--- src/design/fir_pkg.sv ---
// ---------------------------------------------------------------------------
// FIR filter package
// Shared constants, codes and types of the direct-form FIR filter unit.
// ---------------------------------------------------------------------------
`default_nettype none

package fir_pkg;

   // Filter size and number format.
   localparam int TAPS           = 25;
   localparam int SAMPLE_BITS    = 16;
   localparam int FRAC_BITS      = SAMPLE_BITS - 1;
   localparam int TAP_INDEX_BITS = 5;

   // Coefficient memory addressing and tap counter width.
   localparam int TAP_AW = (TAPS > 1) ? $clog2(TAPS) : 1;

   // Sample history ring: one entry per past sample that a tap uses.
   localparam int HIST_DEPTH = (TAPS > 1) ? TAPS - 1 : 1;
   localparam int HIST_AW    = (HIST_DEPTH > 1) ? $clog2(HIST_DEPTH) : 1;
   localparam int FILL_W     = $clog2(HIST_DEPTH + 1);

   // Accumulator width fits the exact sum of all products plus the rounding bias.
   localparam int PROD_W = 2 * SAMPLE_BITS;
   localparam int ACC_W  = PROD_W + TAP_AW + 1;

   // Item kinds.
   localparam logic KIND_SAMPLE = 1'b0;
   localparam logic KIND_COEF   = 1'b1;

   typedef logic signed [SAMPLE_BITS-1:0] sample_type;

   typedef enum logic [1:0] {
      ST_IDLE,
      ST_RUN,
      ST_DRAIN,
      ST_FINISH
   } state_type;

   // One tap issued by the sequencer to the multiply-accumulate unit.
   typedef struct packed {
      logic vld;
      logic use_x;
      logic coef_ok;
      logic hist_ok;
   } issue_type;

   // Control from the sequencer to the multiply-accumulate unit.
   typedef struct packed {
      logic      start;
      issue_type issue;
   } mac_ctrl_type;

   // Status from the multiply-accumulate unit to the sequencer.
   typedef struct packed {
      logic busy;
   } mac_status_type;

endpackage

`default_nettype wire

--- src/design/fir_ram.sv ---
// ---------------------------------------------------------------------------
// Generic RAM
// One write port and one read port; read data is registered.
// ---------------------------------------------------------------------------
`default_nettype none

module fir_ram #(
   parameter  int WIDTH  = 16,
   parameter  int DEPTH  = 32,
   localparam int ADDR_W = (DEPTH > 1) ? $clog2(DEPTH) : 1
) (
   input  wire logic              clock,
   input  wire logic              wr_en,
   input  wire logic [ADDR_W-1:0] wr_addr,
   input  wire logic [WIDTH-1:0]  wr_data,
   input  wire logic              rd_en,
   input  wire logic [ADDR_W-1:0] rd_addr,
   output logic      [WIDTH-1:0]  rd_data
);

   logic [WIDTH-1:0] mem_ff [DEPTH];

   // Write port.
   always_ff @(posedge clock) begin
      if (wr_en) begin
         mem_ff[wr_addr] <= wr_data;
      end
   end

   // Registered read port.
   always_ff @(posedge clock) begin
      if (rd_en) begin
         rd_data <= mem_ff[rd_addr];
      end
   end

endmodule

`default_nettype wire

--- src/design/fir_mac.sv ---
// ---------------------------------------------------------------------------
// FIR multiply-accumulate unit
// Selects operands from memory data, multiplies, accumulates, and rounds
// and saturates the finished sum.
// ---------------------------------------------------------------------------
`default_nettype none

module fir_mac
   import fir_pkg::*;
(
   input  wire logic                   clock,
   input  wire logic                   reset,
   input  wire mac_ctrl_type           ctrl,
   input  wire logic [SAMPLE_BITS-1:0] coef_rdata,
   input  wire logic [SAMPLE_BITS-1:0] hist_rdata,
   input  wire sample_type             sample,
   output mac_status_type              status,
   output sample_type                  filtered,
   output logic                        saturated
);

   issue_type                 s1_ff;
   logic                      prod_vld_ff;
   logic signed [PROD_W-1:0]  prod_ff;
   logic signed [ACC_W-1:0]   acc_ff;
   sample_type                coef_op;
   sample_type                x_op;
   logic signed [ACC_W-1:0]   rounded;
   logic signed [ACC_W-1:0]   shifted;
   logic                      fits;

   // Tap flags are registered alongside the memory read, so they line up with the read data.
   always_ff @(posedge clock) begin
      if (reset) begin
         s1_ff       <= '0;
         prod_vld_ff <= 1'b0;
      end else begin
         s1_ff       <= ctrl.issue;
         prod_vld_ff <= s1_ff.vld;
      end
   end

   // Entries never written read as zero.
   always_comb begin
      coef_op = s1_ff.coef_ok ? sample_type'(coef_rdata) : '0;
      if (s1_ff.use_x) begin
         x_op = sample;
      end else if (s1_ff.hist_ok) begin
         x_op = sample_type'(hist_rdata);
      end else begin
         x_op = '0;
      end
   end

   // Product register.
   always_ff @(posedge clock) begin
      prod_ff <= coef_op * x_op;
   end

   // Accumulator, cleared when a sample starts.
   always_ff @(posedge clock) begin
      if (ctrl.start) begin
         acc_ff <= '0;
      end else if (prod_vld_ff) begin
         acc_ff <= acc_ff + ACC_W'(prod_ff);
      end
   end

   assign status.busy = s1_ff.vld | prod_vld_ff;

   // Round to nearest, drop the fraction, and clip to the sample range.
   always_comb begin
      rounded = acc_ff + (ACC_W'(1) <<< (FRAC_BITS - 1));
      shifted = rounded >>> FRAC_BITS;
      fits    = (&shifted[ACC_W-1:SAMPLE_BITS-1]) | ~(|shifted[ACC_W-1:SAMPLE_BITS-1]);
      if (fits) begin
         filtered  = shifted[SAMPLE_BITS-1:0];
         saturated = 1'b0;
      end else begin
         filtered  = {shifted[ACC_W-1], {(SAMPLE_BITS-1){~shifted[ACC_W-1]}}};
         saturated = 1'b1;
      end
   end

endmodule

`default_nettype wire

--- src/design/fir_seq.sv ---
// ---------------------------------------------------------------------------
// FIR sequencer
// Takes input beats, steps one tap per cycle through the coefficient and
// history memories, and keeps the history ring pointer and fill count.
// ---------------------------------------------------------------------------
`default_nettype none

module fir_seq
   import fir_pkg::*;
(
   input  wire logic                      clock,
   input  wire logic                      reset,
   input  wire logic                      req_valid,
   input  wire logic                      req_kind,
   input  wire logic [TAP_INDEX_BITS-1:0] req_tap_index,
   input  wire logic                      req_first_sample,
   input  wire mac_status_type            mac_status,
   input  wire logic                      out_free,
   output logic                           req_ready,
   output mac_ctrl_type                   mac_ctrl,
   output logic                           coef_we,
   output logic [TAP_AW-1:0]              coef_waddr,
   output logic [TAP_AW-1:0]              coef_raddr,
   output logic [HIST_AW-1:0]             hist_raddr,
   output logic                           hist_we,
   output logic [HIST_AW-1:0]             hist_waddr,
   output logic                           finish
);

   state_type            state_ff, state_in;
   logic [TAP_AW-1:0]    cnt_ff, cnt_in;
   logic [HIST_AW-1:0]   hist_ra_ff, hist_ra_in;
   logic [HIST_AW-1:0]   wp_ff, wp_in;
   logic [FILL_W-1:0]    fill_ff, fill_in;
   logic [TAPS-1:0]      coef_vld_ff, coef_vld_in;
   logic                 req_fire;
   logic                 sample_fire;
   logic                 last_tap;

   assign req_fire    = req_valid & req_ready;
   assign sample_fire = req_fire & (req_kind == KIND_SAMPLE);
   assign last_tap    = (32'(cnt_ff) == TAPS - 1);

   // Next state.
   always_comb begin
      state_in = state_ff;
      unique case (state_ff)
         ST_IDLE: begin
            if (sample_fire) begin
               state_in = ST_RUN;
            end
         end
         ST_RUN: begin
            if (last_tap) begin
               state_in = ST_DRAIN;
            end
         end
         ST_DRAIN: begin
            if (!mac_status.busy) begin
               state_in = ST_FINISH;
            end
         end
         ST_FINISH: begin
            if (out_free) begin
               state_in = ST_IDLE;
            end
         end
         default: state_in = ST_IDLE;
      endcase
   end

   // Outputs of the state machine.
   always_comb begin
      req_ready                = (state_ff == ST_IDLE);
      mac_ctrl.start           = sample_fire;
      mac_ctrl.issue.vld       = (state_ff == ST_RUN);
      mac_ctrl.issue.use_x     = (cnt_ff == '0);
      mac_ctrl.issue.coef_ok   = coef_vld_ff[cnt_ff];
      mac_ctrl.issue.hist_ok   = (cnt_ff != '0) && (32'(cnt_ff) <= 32'(fill_ff));
      coef_we                  = req_fire && (req_kind == KIND_COEF)
                                 && (32'(req_tap_index) < TAPS);
      coef_waddr               = TAP_AW'(req_tap_index);
      coef_raddr               = cnt_ff;
      hist_raddr               = hist_ra_ff;
      finish                   = (state_ff == ST_FINISH) && out_free;
      hist_we                  = finish && (TAPS > 1);
      hist_waddr               = wp_ff;
   end

   // Tap counter, history pointers, fill count and coefficient valid bits.
   always_comb begin
      cnt_in      = cnt_ff;
      hist_ra_in  = hist_ra_ff;
      wp_in       = wp_ff;
      fill_in     = fill_ff;
      coef_vld_in = coef_vld_ff;
      if (coef_we) begin
         coef_vld_in[coef_waddr] = 1'b1;
      end
      if (sample_fire) begin
         cnt_in     = '0;
         hist_ra_in = (wp_ff == '0) ? HIST_AW'(HIST_DEPTH - 1) : HIST_AW'(wp_ff - 1'b1);
         if (req_first_sample) begin
            fill_in = '0;
         end
      end
      if ((state_ff == ST_RUN) && !last_tap) begin
         cnt_in = TAP_AW'(cnt_ff + 1'b1);
      end
      // The most recent past sample is read by the tap after the first.
      if ((state_ff == ST_RUN) && (cnt_ff != '0)) begin
         hist_ra_in = (hist_ra_ff == '0) ? HIST_AW'(HIST_DEPTH - 1)
                                        : HIST_AW'(hist_ra_ff - 1'b1);
      end
      if (finish) begin
         wp_in = (32'(wp_ff) == HIST_DEPTH - 1) ? '0 : HIST_AW'(wp_ff + 1'b1);
         if (32'(fill_ff) < HIST_DEPTH) begin
            fill_in = FILL_W'(fill_ff + 1'b1);
         end
      end
   end

   always_ff @(posedge clock) begin
      if (reset) begin
         state_ff    <= ST_IDLE;
         cnt_ff      <= '0;
         hist_ra_ff  <= '0;
         wp_ff       <= '0;
         fill_ff     <= '0;
         coef_vld_ff <= '0;
      end else begin
         state_ff    <= state_in;
         cnt_ff      <= cnt_in;
         hist_ra_ff  <= hist_ra_in;
         wp_ff       <= wp_in;
         fill_ff     <= fill_in;
         coef_vld_ff <= coef_vld_in;
      end
   end

endmodule

`default_nettype wire

--- src/design/fir_filter_direct_form_unit.sv ---
// ---------------------------------------------------------------------------
// Direct-form FIR filter unit
// A 25-tap FIR filter with Q1.15 samples and coefficients, built around
// a coefficient memory, a sample history memory and one shared
// multiply-accumulate unit.
// ---------------------------------------------------------------------------
// A coefficient load beat is taken at once and gives no result; a
// coefficient never loaded counts as zero. A sample beat is worked on in
// full before the next beat is taken: the single multiply-accumulate unit
// steps through one tap per cycle, reading the coefficient memory and the
// history memory in the same cycle, and the memory read, product register
// and accumulator are drained before the rounded result is written to the
// output register, once that register is free. A sample with first_sample
// set starts from an empty history. The result is rounded to nearest, and
// clipped to the Q1.15 range with rsp_saturated set. The next beat may be
// taken while a result still waits on the output.
// ---------------------------------------------------------------------------
`default_nettype none

module fir_filter_direct_form_unit
   import fir_pkg::*;
(
   input  wire logic                      clock,
   input  wire logic                      reset,
   input  wire logic                      req_valid,
   output logic                           req_ready,
   input  wire logic                      req_kind,
   input  wire logic [TAP_INDEX_BITS-1:0] req_tap_index,
   input  wire logic signed [SAMPLE_BITS-1:0] req_coef_value,
   input  wire logic signed [SAMPLE_BITS-1:0] req_sample,
   input  wire logic                      req_first_sample,
   output logic                           rsp_valid,
   input  wire logic                      rsp_ready,
   output logic signed [SAMPLE_BITS-1:0]  rsp_filtered,
   output logic                           rsp_saturated
);

   mac_ctrl_type             mac_ctrl;
   mac_status_type           mac_status;
   logic                     coef_we;
   logic [TAP_AW-1:0]        coef_waddr;
   logic [TAP_AW-1:0]        coef_raddr;
   logic [HIST_AW-1:0]       hist_raddr;
   logic                     hist_we;
   logic [HIST_AW-1:0]       hist_waddr;
   logic [SAMPLE_BITS-1:0]   coef_rdata;
   logic [SAMPLE_BITS-1:0]   hist_rdata;
   logic                     finish;
   logic                     out_free;
   sample_type               sample_ff;
   sample_type               mac_filtered;
   logic                     mac_saturated;
   logic                     rsp_valid_ff;
   sample_type               rsp_filtered_ff;
   logic                     rsp_saturated_ff;

   assign out_free = ~rsp_valid_ff | rsp_ready;

   fir_seq u_seq (
      .clock            (clock),
      .reset            (reset),
      .req_valid        (req_valid),
      .req_kind         (req_kind),
      .req_tap_index    (req_tap_index),
      .req_first_sample (req_first_sample),
      .mac_status       (mac_status),
      .out_free         (out_free),
      .req_ready        (req_ready),
      .mac_ctrl         (mac_ctrl),
      .coef_we          (coef_we),
      .coef_waddr       (coef_waddr),
      .coef_raddr       (coef_raddr),
      .hist_raddr       (hist_raddr),
      .hist_we          (hist_we),
      .hist_waddr       (hist_waddr),
      .finish           (finish)
   );

   // Coefficient memory.
   fir_ram #(
      .WIDTH (SAMPLE_BITS),
      .DEPTH (TAPS)
   ) u_coef_ram (
      .clock   (clock),
      .wr_en   (coef_we),
      .wr_addr (coef_waddr),
      .wr_data (req_coef_value),
      .rd_en   (mac_ctrl.issue.vld),
      .rd_addr (coef_raddr),
      .rd_data (coef_rdata)
   );

   // Sample history ring.
   fir_ram #(
      .WIDTH (SAMPLE_BITS),
      .DEPTH (HIST_DEPTH)
   ) u_hist_ram (
      .clock   (clock),
      .wr_en   (hist_we),
      .wr_addr (hist_waddr),
      .wr_data (sample_ff),
      .rd_en   (mac_ctrl.issue.vld),
      .rd_addr (hist_raddr),
      .rd_data (hist_rdata)
   );

   // Current sample, held for the whole filter pass.
   always_ff @(posedge clock) begin
      if (mac_ctrl.start) begin
         sample_ff <= req_sample;
      end
   end

   fir_mac u_mac (
      .clock      (clock),
      .reset      (reset),
      .ctrl       (mac_ctrl),
      .coef_rdata (coef_rdata),
      .hist_rdata (hist_rdata),
      .sample     (sample_ff),
      .status     (mac_status),
      .filtered   (mac_filtered),
      .saturated  (mac_saturated)
   );

   // Output register.
   always_ff @(posedge clock) begin
      if (reset) begin
         rsp_valid_ff <= 1'b0;
      end else if (finish) begin
         rsp_valid_ff <= 1'b1;
      end else if (rsp_ready) begin
         rsp_valid_ff <= 1'b0;
      end
   end

   always_ff @(posedge clock) begin
      if (finish) begin
         rsp_filtered_ff  <= mac_filtered;
         rsp_saturated_ff <= mac_saturated;
      end
   end

   assign rsp_valid     = rsp_valid_ff;
   assign rsp_filtered  = rsp_filtered_ff;
   assign rsp_saturated = rsp_saturated_ff;

endmodule

`default_nettype wire

--- config.mk ---
export PLATFORM = sky130hd
export DESIGN_NAME = fir_filter_direct_form_unit
export DESIGN_NICKNAME = d
export VERILOG_FILES = /design/src/design/fir_pkg.sv /design/src/design/fir_ram.sv /design/src/design/fir_mac.sv /design/src/design/fir_seq.sv /design/src/design/fir_filter_direct_form_unit.sv
export SDC_FILE = /design/constraint.sdc
export NUM_CORES = 2
export LEC_CHECK = 0
export ABC_CLOCK_PERIOD_IN_PS = 7100
export BUFFER_PORTS_ARGS = -buffer_cell sky130_fd_sc_hd__clkbuf_2
export CAP_MARGIN = 10
export CORE_ASPECT_RATIO = 1.5
export CORE_UTILIZATION = 30
export CTS_CLUSTER_DIAMETER = 40
export DETAILED_ROUTE_END_ITERATION = 8
export PLACE_DENSITY = 0.5
export SETUP_SLACK_MARGIN = 0.5
export SYNTH_ARGS = -nofsm -noshare
export SYNTH_HDL_FRONTEND = slang
export SYNTH_SLANG_ARGS = --single-unit
--- constraint.sdc ---
create_clock -name clock -period 7.1 [get_ports clock]
set_clock_uncertainty 0.2 [all_clocks]
set_input_delay 0 -clock clock [delete_from_list [all_inputs] [get_ports clock]]
set_output_delay 0 -clock clock [all_outputs]
set_load 0.03 [all_outputs]
Yosys cells after proc, flatten, opt, wreduce, memory -nomap -nowiden
Memory sizes are Yosys's and may differ from the RTL's. A register that Yosys moved wholly into a read port is not among the register bits. Cells that the tools add are included.

Input bits: 43. Memory bits (writable): 784. Register bits after elaboration: 156. Word-level logic and storage cells: 102. Output and inout bits: 19. Memories: 2.

Bitwise gates (word level): 10. Add/subtract/negate cells: 7. Mux-type cells: 31. Multipliers: 1. Reduce and logical (&&, ||, !) cells: 19. $lt $le $gt $ge: 6. Equal/unequal tests: 9.

Memories: u_coef_ram.mem_ff (depth 25, width 16, read ports 1, clocked after Yosys merged registers in 1, write ports 1, RTL line fir_ram.sv:21) `logic [WIDTH-1:0] mem_ff [DEPTH];`; u_hist_ram.mem_ff (depth 24, width 16, read ports 1, clocked after Yosys merged registers in 1, write ports 1, RTL line fir_ram.sv:21).

Operators with widths (count): 2-to-1 mux 16 bit (4); 2-to-1 mux 5 bit (11); adder 38 x 16 -> 38 bit (second input constant) (1); adder 38 x 32 -> 38 bit (1); multiplier 16 x 16 -> 32 bit (1); OR 25 bit (1); adder 5 x 1 -> 5 bit (second input constant) (3); logical NOT 5 bit (3); less-than comparator 5 x 6 -> 1 bit (second input constant) (2); equality test 5 bit (second input constant) (2); less-than comparator 5 bit (second input constant) (2); subtractor 5 x 1 -> 5 bit (second input constant) (2); 2-to-1 mux 1 bit (9); 2-to-1 mux 2 bit (4); case mux 2 bit (4 select lines) (1); AND reduction 8 bit (1); OR reduction 8 bit (1); logical AND 1 bit (7); inequality test 2 bit (second input constant) (3); nonzero test 2 bit (3); binary-select mux 1 bit (select 5 bit) (1); demux 1 bit (select 5 bit) (1); greater-or-equal comparator 5 x 1 -> 1 bit (second input constant) (1); <= comparator 5 bit (1); other kinds (10) (17).

Depth between registers and ports, before layout
Depth after elaboration: 6. Mapped depth: 29. Gate-level depth less buffers: 25.

Modules after synthesis
Synthesis repeated with hierarchy kept, for this count alone.

Cells, all modules: 3564. Area, all modules: 49797.8 µm².

By module, submodules not included: fir_ram at u_coef_ram (instances 1, area each 16116.7 µm², sequential area each 12492.0 µm², cells an instance 783); fir_ram at u_hist_ram (instances 1, area each 15414.8 µm², sequential area each 12011.5 µm², cells an instance 723); fir_mac (instances 1, area each 14687.8 µm², sequential area each 1501.4 µm², cells an instance 1724); fir_seq (instances 1, area each 2541.2 µm², sequential area each 940.9 µm², cells an instance 297); fir_filter_direct_form_unit (instances 1, area each 1037.2 µm², sequential area each 1011.0 µm², cells an instance 37).

Worst setup path after synthesis
No wires, ideal clock.

Path type: reg2reg. Start: reg u_mac.s1_ff[2] (netlist bit). End: reg u_mac.prod_ff[28]. Data arrival time: 6.678 ns. Period minus slack after synthesis: 6.940 ns. Setup time: 0.062 ns. Cell stages (with the launch flop): 27. Required time: 6.838 ns. Path buffers: 4. Slack: 0.160 ns. Cells stage by stage: dfxtp_1 clkbuf_1 nor2b_1 clkbuf_1 clkbuf_1 a22o_1 clkbuf_1 nand2_1 fa_1 fa_1 fa_1 fa_1 inv_1 fa_1 inv_1 fa_1 inv_1 ha_1 a21oi_1 nor2b_1 nor2_1 nand4_1 a211oi_2 o21ai_1 a221o_1 a2111o_1 nand3_1.

Word-level cells in the longest chain between the ends: 2.

RTL lines: from (decl) (RTL line fir_mac.sv:22) `issue_type s1_ff;`; from (signal assigned) (RTL line fir_mac.sv:38) `s1_ff <= ctrl.issue;`; 2-to-1 mux 16 bit (RTL line fir_mac.sv:46) `if (s1_ff.use_x) begin`; multiplier 16 x 16 -> 32 bit (RTL line fir_mac.sv:57) `prod_ff <= coef_op * x_op;`; to (signal assigned) (RTL line fir_mac.sv:57); to (decl) (RTL line fir_mac.sv:24) `logic signed [PROD_W-1:0] prod_ff;`.

No other way between the ends. A chain may end at the register's enable or synchronous reset.

Worst setup path in the final report
Start: reg sample_ff[1]. End: reg u_mac.prod_ff[28].

Word-level cells in the longest chain between the ends: 2.

RTL lines: from (decl) (RTL line fir_filter_direct_form_unit.sv:50) `sample_type sample_ff;`; from (signal assigned) (RTL line fir_filter_direct_form_unit.sv:110) `sample_ff <= req_sample;`; 2-to-1 mux 16 bit (RTL line fir_mac.sv:46); multiplier 16 x 16 -> 32 bit (RTL line fir_mac.sv:57).

No other way between the ends.

==> reports/qor.txt <==
Reg2reg path depth -> 21
Syn_area_per_cell -> 14.8 µm²
RSZ-0062 raised after global routing -> yes
Area growth syn-to-layout -> 18.4%
Ys flop type -> edfxtp_1
Ys async rst share -> 0%
Remaining global-route overflow -> 0
# setup viols final -> 0
Crit Path Category -> reg -> reg
Cell area after layout -> 0.0577 mm²
First-pass GRT wire length -> 192 mm
Busiest grt layer -> met2
Final WL -> 127 mm
Static leakage -> 0.0206 µW
Routability cong. -> 0.917
Startpoint Class -> flop
Clock slew at reported path FFs -> 0.06 ns
Die Width -> 331 µm
Worst Hold Path EP -> u_coef_ram.mem_ff[10][6]
Global router's overall resource usage -> 15.8%
R2R setup slack -> 0.65 ns
Iter 0 DRT Violations -> 1815
Max Transition Viols Final -> 0
Share of the synthesized area in the top cell type -> 52.3%
WL/cell -> 22.1 µm
PD cells -> 276 mW/mm²
Slew margin rel. -> 36.5%
Num rows -> 180
Core ar. -> 0.161 mm²
Drt drc -> 0
Element type at the critical path end -> flop
Initial Utilization -> 30.3%
Synth unique cells -> 74
Synth Net Count -> 3740
Grt met1 use -> 19.4%
Total die area -> 0.164 mm²
Hpwl dp -> 84.6 mm
Gate Count Post-Synth -> 3296
Max capacitance violation total -> 0
CTS Buf Count -> 112
Setup crit start -> sample_ff[1]
Reg-to-Reg Start -> sample_ff[1]
Placed cell areas -> 0.0523 mm²
Vias per Instance -> 4.86
H-tree levels -> 3
Slew @ Worst Pin -> 0.952 ns
Required @ worst endpoint -> 7.55 ns
Pin count of the biggest net entering global routing -> 65
Maximum VDD drop -> 0.287 mV
Chip Height -> 496 µm
Synth area leaders -> edfxtp_1 52%, fa_1 11%, mux4_2 11%, dfxtp_1 5.1%, ha_1 3.5%
CTS root buf -> clkbuf_16
Initial antenna violation count -> 3
Hold depth -> 2
Hold_sp -> req_coef_value[6]
Port buffer count -> 61
CP Max Fanout -> 5
Met2 usage -> 28.0%
Clk buf depth -> 3
Fin crit share -> 90.9%
Crit path time final -> 6.45 ns
Routed Antenna Nets -> 0
Syn. warnings -> 0
First-pass DRT Iterations -> 5
Number of synthesized flops with an enable pin -> 849
Hold crit path type -> in -> reg
Clk_lat worst skew -> 0.75 ns
Register bit count reported by yosys -> 972
Critical Path AT -> 6.91 ns
Final layout net count -> 4014
Fin. Hold Viols -> 0
CTS tree -> yes
Sink Count -> 972
Synth Cell Area -> 0.0488 mm²
Seq/Total Area, Yosys -> 57.3%
FMAX -> 155 MHz
Post-route setup TNS -> 0 ns
Cell taking the most area after synthesis -> edfxtp_1
Vias in the first global route -> 30000
Worst r2r dst -> u_mac.prod_ff[28]
Status -> completed
GR Util met3 -> 2.00%
Io pins -> 62
Vias -> 28000
Share of layout cells above drive strength 1 -> 21.8%
-- state kept, by name, indices dropped and copies added (netlist names), 16 cells and up --
name,count
u_hist_ram.mem_ff,384
u_seq.coef_vld_ff,25
rsp_filtered,16
u_coef_ram.rd_data,16
u_coef_ram.mem_ff,400
u_hist_ram.rd_data,16
sample_ff,16
u_mac.prod_ff,32
u_mac.acc_ff,38
-- layer usage --
layer	part of all wire, %	vias up	routed length (µm)
met5	0.010	-	13
met4	3.4	2	4380
met3	3.9	219	5000
met2	52	623	66100
met1	41	14600	51700
li1	-	12500	-
-- through the flow --
stage	power (µW)	std cells	utilization (%)	setup WS (ns)	hold WS (ns)
detailed placement	9990	5434	32.5	0.0830	-0.0209
floorplan	8920	3296	-	0.502	-0.101
finish	15900	5758	35.9	0.645	0.171
global route	16600	5758	35.9	0.404	0.188
CTS	16100	5721	35.5	0.509	0.0973
global placement	9970	5434	32.5	0.132	-0.0204
-- worst max-delay path, cell delays in order (launching register included) --
cell,delay [ns]
edfxtp_1,0.48
buf_4,0.20
a22o_4,0.27
buf_4,0.16
nand2_4,0.09
inv_2,0.06
fa_2,0.65
buf_4,0.14
fa_1,0.42
fa_1,0.45
fa_1,0.52
fa_1,0.54
inv_1,0.05
fa_1,0.47
inv_1,0.04
ha_1,0.34
a211o_1,0.33
a21oi_2,0.12
o21ai_2,0.07
a221o_1,0.36
a2111o_1,0.38
nand3_1,0.07
-- where the power goes --
part           internal, µW  total, µW  switching [µW]
registers              6550       6870             321
clock network          3470       5950            2490
logic                  1330       3090            1750
total                 11400      15900            4560
-- cell usage after synthesis, types with 12 or more instances --
library cell  number
edfxtp_1         849
inv_1            316
nand3_1           26
buf_1             22
ha_1             138
dfxtp_1          123
o21ai_0           65
and3_1            13
nor3_1            22
a22oi_1           17
o211ai_1          17
nand2b_1          27
nor2b_1           18
a211oi_1          15
a21oi_1           81
nor2_1           333
and2_1            23
nand2_1          244
fa_1             263
clkbuf_1          91
mux4_2           231
a21o_1            18
nand4_1           12
xnor2_1           57
buf_2             21
a31oi_1           26
mux2i_1           44
mux2_2            16
xor2_1            31
o21a_1            13
-- layout make-up --
cell class | instances | area (µm²)
clock inverters | 85 | 1050
inverters | 319 | 1200
clock buffers | 123 | 2840
multi-input cells | 1870 | 19600
repair buffers | 295 | 2410
well taps | 2093 | 2620
flip-flops and latches | 972 | 28000
fillers | 15500 | 103000
diodes | 1 | 2.50
-- timing repair --
item                                    4_1_cts  5_1_grt
gates cloned                                  0        3
setup buffers                                 6       33
endpoints found under the hold margin       857        0
pin swaps                                    13       35
endpoints found under the setup margin        7        7
resized for setup                            37       74
hold buffers                                 73        0
-- worst max-delay path by stage --
stage / cells after the start / to
2_1_floorplan: 22 / u_mac.prod_ff[28]
3_3_place_gp: 25 / u_mac.prod_ff[28]
3_5_place_dp: 22 / u_mac.prod_ff[28]
4_1_cts: 23 / u_mac.prod_ff[31]
5_1_grt: 23 / u_mac.prod_ff[28]
6_report: 21 / u_mac.prod_ff[28]
-- cell usage in the layout (no fill, tap or decap), types with 13 or more instances in the layout --
cell / instances
clkbuf_2: 61
clkinv_1: 17
nor2b_1: 16
bufinv_16: 14
o21a_1: 13
o21ai_0: 64
clkinv_2: 16
mux2_2: 16
edfxtp_1: 849
nor2_4: 15
dfxtp_1: 113
inv_1: 309
fa_1: 256
xor2_1: 31
a31oi_1: 26
ha_1: 126
buf_4: 140
and2_1: 19
xnor2_1: 57
a21oi_1: 74
nand3_1: 26
mux2i_1: 44
nor3_1: 22
dlygate4sd3_1: 72
o211ai_1: 17
nor2_2: 30
a21o_1: 18
nand2_1: 239
clkbuf_16: 113
nor2_1: 290
mux4_2: 231
nand2b_1: 26
a211oi_1: 14
-- cell families after synthesis --
kind of cell / after synthesis / share of synthesized area (%)
XOR/XNOR: 88 / 1.58
multiplexers: 291 / 11.9
adder cells (fa/ha/maj): 401 / 14.3
flip-flops: 972 / 57.3
AND/OR/NAND/NOR: 768 / 6.91
buffers and inverters: 455 / 3.57
AO/OA/AOI/OAI: 321 / 4.31
Note: power is estimated with default switching activity, not from simulation.
